### src/sv/ptw_pkg.sv
// Shared types, constants and a helper function of the page-table walker.
`default_nettype none

package ptw_pkg;

	localparam int ENTRIES_PER_TABLE = 512;
	localparam int IDX_W             = 9;
	localparam int POOL_FRAMES_DEF   = 16;
	localparam int FCNT_W            = 5;
	localparam int PFN_W             = 40;
	localparam int ENTRY_W           = 64;
	localparam int CFG_W             = 40;
	localparam int CFG_IDX_W         = 1;

	localparam logic [PFN_W-1:0]  POOL_FIRST_RST  = 40'd4096;
	localparam logic [FCNT_W-1:0] POOL_FRAMES_RST = 5'd16;

	// Command codes; the unused code behaves as a lookup.
	localparam logic [1:0] CMD_LOOKUP = 2'd0;
	localparam logic [1:0] CMD_MAP    = 2'd1;
	localparam logic [1:0] CMD_DEMAND = 2'd2;

	// Configuration register indexes.
	localparam logic [CFG_IDX_W-1:0] REG_POOL_FIRST  = 1'b0;
	localparam logic [CFG_IDX_W-1:0] REG_POOL_FRAMES = 1'b1;

	// Entry bit positions.
	localparam int B_PRESENT = 0;
	localparam int B_HUGE    = 7;

	// Low attribute bits of a new table entry and of a demand-fault leaf.
	localparam logic [11:0] TABLE_ATTR  = 12'h007;
	localparam logic [11:0] DEMAND_ATTR = 12'h027;

	typedef enum logic [1:0] {
		ST_OK    = 2'd0,
		ST_NOENT = 2'd1,
		ST_NOMEM = 2'd2,
		ST_PROT  = 2'd3
	} ptw_status_t;

	// What the entry just read means for the walk.
	typedef enum logic [2:0] {
		WALK_STOP,
		WALK_DESCEND,
		WALK_CREATE,
		WALK_NOENT,
		WALK_NOMEM
	} ptw_walk_t;

	typedef enum logic [1:0] {
		VSEL_ZERO,
		VSEL_ENTRY,
		VSEL_LEAF
	} ptw_vsel_t;

	typedef enum logic [2:0] {
		S_CLEAR,
		S_IDLE,
		S_READ,
		S_EVAL,
		S_TAKE,
		S_DONE
	} ptw_state_t;

	typedef struct packed {
		logic        clr_wr;
		logic        load;
		logic        rd;
		logic        step;
		logic        take;
		logic        restart;
		logic        leaf_wr;
		logic        fin;
		ptw_status_t fin_st;
		ptw_vsel_t   vsel;
		logic        out_load;
	} ptw_cmd_t;

	typedef struct packed {
		logic       clr_last;
		ptw_walk_t  walk;
		logic       present;
		logic       alloc_ok;
		logic       out_busy;
		logic [1:0] cmd;
		logic       create;
	} ptw_stat_t;

	// Table index for a level, taken from address bits 47..12.
	function automatic logic [IDX_W-1:0] level_index(input logic [47:0] va,
			input logic [1:0] lvl);
		logic [IDX_W-1:0] ix;
		case (lvl)
			2'd0:    ix = va[47:39];
			2'd1:    ix = va[38:30];
			2'd2:    ix = va[29:21];
			default: ix = va[20:12];
		endcase
		return ix;
	endfunction

endpackage

`default_nettype wire

### src/sv/ptw_ctrl.sv
// Controller state machine that sequences clearing, walks, allocation and results.
`default_nettype none

module ptw_ctrl
	import ptw_pkg::*;
(
	input  wire logic      clk,
	input  wire logic      arst_n,
	input  wire logic      in_valid,
	output logic           in_stall,
	input  wire ptw_stat_t stat,
	output ptw_cmd_t       cmd,
	output ptw_state_t     state
);

	ptw_state_t state_q, state_d;
	logic       is_lookup, is_demand;

	assign is_demand = (stat.cmd == CMD_DEMAND);
	assign is_lookup = (stat.cmd != CMD_MAP) && !is_demand;

	always_ff @(posedge clk or negedge arst_n) begin
		if (!arst_n) begin
			state_q <= S_CLEAR;
		end else begin
			state_q <= state_d;
		end
	end

	always_comb begin
		state_d = state_q;
		unique case (state_q)
			S_CLEAR: begin
				if (stat.clr_last) state_d = S_IDLE;
			end
			S_IDLE: begin
				if (in_valid) state_d = S_READ;
			end
			S_READ: state_d = S_EVAL;
			S_EVAL: begin
				unique case (stat.walk) inside
					WALK_CREATE, WALK_DESCEND: state_d = S_READ;
					WALK_STOP: begin
						if (!is_lookup && !stat.create && !stat.present) begin
							state_d = S_TAKE;
						end else begin
							state_d = S_DONE;
						end
					end
					WALK_NOENT: begin
						if (is_demand && !stat.create) begin
							state_d = S_TAKE;
						end else begin
							state_d = S_DONE;
						end
					end
					default: state_d = S_DONE;
				endcase
			end
			S_TAKE: begin
				if (stat.alloc_ok) begin
					state_d = S_READ;
				end else begin
					state_d = S_DONE;
				end
			end
			S_DONE: begin
				if (!stat.out_busy) state_d = S_IDLE;
			end
			default: state_d = S_CLEAR;
		endcase
	end

	always_comb begin
		cmd        = '0;
		cmd.fin_st = ST_OK;
		cmd.vsel   = VSEL_ZERO;
		unique case (state_q)
			S_CLEAR: cmd.clr_wr = 1'b1;
			S_IDLE:  cmd.load = in_valid;
			S_READ:  cmd.rd = 1'b1;
			S_EVAL: begin
				unique case (stat.walk) inside
					WALK_CREATE, WALK_DESCEND: cmd.step = 1'b1;
					WALK_STOP: begin
						if (is_lookup) begin
							cmd.fin  = 1'b1;
							cmd.vsel = VSEL_ENTRY;
						end else if (stat.create) begin
							cmd.leaf_wr = 1'b1;
							cmd.fin     = 1'b1;
							cmd.vsel    = VSEL_LEAF;
						end else if (stat.present) begin
							cmd.fin    = 1'b1;
							cmd.fin_st = ST_PROT;
						end
					end
					WALK_NOENT: begin
						if (!(is_demand && !stat.create)) begin
							cmd.fin    = 1'b1;
							cmd.fin_st = ST_NOENT;
						end
					end
					default: begin
						cmd.fin    = 1'b1;
						cmd.fin_st = ST_NOMEM;
					end
				endcase
			end
			S_TAKE: begin
				if (stat.alloc_ok) begin
					cmd.take    = 1'b1;
					cmd.restart = 1'b1;
				end else begin
					cmd.fin    = 1'b1;
					cmd.fin_st = ST_NOMEM;
				end
			end
			S_DONE:  cmd.out_load = !stat.out_busy;
			default: cmd = '0;
		endcase
	end

	assign in_stall = (state_q != S_IDLE);
	assign state    = state_q;

endmodule

`default_nettype wire

### config.mk
export PLATFORM = sky130hd
export DESIGN_NAME = ptw_ctrl
export DESIGN_NICKNAME = d
export VERILOG_FILES = /design/src/sv/ptw_pkg.sv /design/src/sv/ptw_ctrl.sv
export SDC_FILE = /design/constraint.sdc
export NUM_CORES = 1
export LEC_CHECK = 0
export ABC_AREA = 1
export BUFFER_PORTS_ARGS = -buffer_cell sky130_fd_sc_hd__buf_2
export CAP_MARGIN = 15
export CORE_AREA = 2 2 39 41
export CTS_BUF_LIST = sky130_fd_sc_hd__clkbuf_4 sky130_fd_sc_hd__clkbuf_8 sky130_fd_sc_hd__clkbuf_16
export DETAILED_ROUTE_END_ITERATION = 8
export DIE_AREA = 0 0 41 43
export SLEW_MARGIN = 10
export SYNTH_ARGS = -nofsm -noshare
export SYNTH_HDL_FRONTEND = slang
export SYNTH_SLANG_ARGS = --single-unit
### constraint.sdc
create_clock -name clk -period 1.6 [get_ports clk]
set_clock_uncertainty 0.15 [all_clocks]
set_input_delay 0.32 -clock clk [delete_from_list [all_inputs] [get_ports clk]]
set_output_delay 0.32 -clock clk [all_outputs]
set_load 0.1 [all_outputs]
==> impl_metrics.tcl <==
set metrics [dict create \
    cts_tree "done" \
    synth_top_cells_by_area "dfrtp_1 20%, nand2_1 20%, nor2_1 12%, inv_1 11%, nand3_1 8.1%" \
    syn-num-nets 82 \
    drt_iter0_drc 16 \
    fin_crit_sh_pct 123.3 \
    violations "setup timing" \
    start_kind "flip-flop" \
    hpwl_um 1057 \
    path_clk_slew_ns 0.04 \
    drc_errors 0 \
    p_per_area_nw_per_um2 2335 \
    post_route_cells_drive_above_1_share_pct 78.57 \
    first_pass_iters 4 \
    worstPathMaxFanout 6 \
    outcome "finished, violations left" \
    viasPerCell 5.077 \
    grt_pass1_vias 741 \
    cts_buffers 3 \
    total_power_mw 2.994 \
    syn_inst 68 \
    yosysTopAreaCellShare_pct 20.20 \
    holdCritPathClass "in -> async" \
    synth_flop_cell "dfrtp_1" \
    synth_edf_count 0 \
    p_leak_nw 0.5959 \
    hold_ws_ns 0.2530 \
    n_antenna_cell 0 \
    crit_chain "nor2_4 > nand3b_1 > nand2_4 > buf_12" \
    ys_seq_elements 3 \
    worst_pin_slew_ns 0.2836 \
    postLayoutCoreUtil_pct 92.68 \
    cts_sinks 3 \
    cap_violations 0 \
    largest_register_ffs 3 \
    timing.rr.start "state[1]" \
    end_kind "output pin" \
    overflow 0 \
    grtUsageTotal_pct 24.90 \
    htree_levels 1 \
    final_nets 141 \
    final.min_clock_period_ns 1.973 \
    syn_to_final_growth_pct 245.1 \
    core_area_um2 1384 \
    crit_family "flip-flops" \
    ys.warnings.count 0 \
    die_area_um2 1763 \
    worst_path_largest_cell_delay_ns 0.54 \
    cp_slowest_cell "dfrtp_4" \
    yosys-top-cells-count "20 x nand2_1, 12 x nor2_1, 11 x inv_1" \
    ir_worst_vdd_uv 1811 \
    rsz0062_at_grt "yes" \
    num_rows 14 \
    syn-cell-area_um2 371.6 \
    root_buffer "clkbuf_4" \
    grt_max_degree 8 \
    place.gp.congestion 0.7388 \
    die_h_um 43 \
    criticalPathCategory "reg -> out" \
    worstReg2RegEnd "state[1]" \
    grt_pass1_wl_um 2918 \
    io_pins 30 \
    clockBufferDepth 2 \
    slew_headroom_pct 81.04 \
    routed_wl_um 2257 \
    nFillCells 49 \
    required_ns 1.13 \
    finalSetupViolCount 16 \
    die_w_um 41 \
    synth_cell_types 15 \
    finalMaxSlewViolations 0 \
    wl_per_cell_um 15.89 \
    r2r_setup_slack_ns -0.02 \
    hold_viol_final 0 \
    avgSynthCellArea_um2 5.465 \
    max_freq_mhz 507.0 \
    antenna_found_initial 0 \
    synth_area_leader_cell "dfrtp_1" \
    initial_core_util_pct 26.85 \
    clock_latency_ns 0.25 \
    vias 721 \
    ys_seq_area_share_pct 20.20 \
    arrival_ns 1.50 \
    synth_most_common_cell "nand2_1" \
    ant_nets 0 \
    tns_ns -4.071 \
    dpl_worst_slack_ns -0.4108 \
    worstRegToRegCells 8 \
    port_buffers 29 \
    cp_num_buf_inv 1 \
    async_flop_share_pct 100.0 \
    setup_ws_ns -0.3725 \
]
## routing by layer
metal / part of all wire [%] / GRT usage [%] / wire [um] / vias up
met5: 0 / 0 / 0 / -
met3: 6.0 / 5.236 / 136 / 9
li1: - / - / - / 327
met4: 2.7 / 13.33 / 62 / 0
met1: 33 / 20.90 / 741 / 342
met2: 58 / 47.81 / 1316 / 43
## layout make-up
type | count | area (um2) | area share, %
clock buffer | 4 | 30.03 | 2.341
inverter | 13 | 63.81 | 4.976
multi-input combinational | 50 | 432.9 | 33.76
sequential | 3 | 86.33 | 6.732
tap | 16 | 20.02 | 1.561
timing repair buffer | 56 | 649.4 | 50.63
## logic make-up (layout without fill, tap and decap cells)
group	count (synthesis)	in the layout	synth area share [%]
AO/OA/AOI/OAI	2	2	2.691
adder cells (fa/ha/maj)	1	1	3.366
buffers and inverters	15	73	17.17
flip-flops	3	3	20.20
AND/OR/NAND/NOR	47	47	56.56
## worst max-delay path by stage
stage                        start      to  slack [ns]  depth (start not counted)
after floorplan           state[2]  cmd[6]       -1.11                          4
after global placement     stat[1]  cmd[3]       -0.36                          9
after detailed placement   stat[1]  cmd[3]       -0.41                          9
after CTS                  stat[2]  cmd[3]       -0.34                          8
after global routing      state[1]  cmd[5]       -0.41                          4
final                     state[1]  cmd[5]       -0.37                          4
## repair_timing
item / in CTS / in global routing
hold buffers: 1 / 0
gates cloned: 0 / 0
endpoints found under the hold margin: 3 / 0
gates resized for setup: 31 / 9
setup buffers: 9 / 8
pin swaps: 10 / 13
endpoints found under the setup margin: 14 / 18
## where the power goes
group	internal [mW]	total (mW)	switching, mW
Clock	0.111	0.164	0.0530
Combinational	1.02	2.60	1.58
Sequential	0.140	0.234	0.0941
Total	1.27	2.99	1.73
## through the flow
stage                     cell area (um2)  instances
after floorplan                     483.0         68
after global placement              970.9        123
after detailed placement            970.9        123
after CTS                            1200        137
after global routing                 1282        142
final                                1282        142
## cells in the final DEF (no fill, tap or decap)
cell type      netlist  final
a21oi_2              0      1
buf_12               0     18
buf_2                0     10
buf_4                2     20
buf_6                0      7
clkbuf_4             0      4
clkinvlp_4           0      2
dfrtp_4              0      3
dlygate4sd3_1        0      1
ha_4                 0      1
inv_1               11      6
inv_2                2      2
inv_4                0      3
nand2_1             20     11
nand2_2              0      5
nand2_4              0      4
nand3_1              6      3
nand3_2              0      1
nand3_4              0      2
nand3b_1             2      2
nor2_1              12      4
nor2_2               2      3
nor2_4               0      7
nor3_2               1      1
nor3_4               0      2
nor4_4               0      2
o21ai_2              0      1
(Power assumes the default switching activity.)
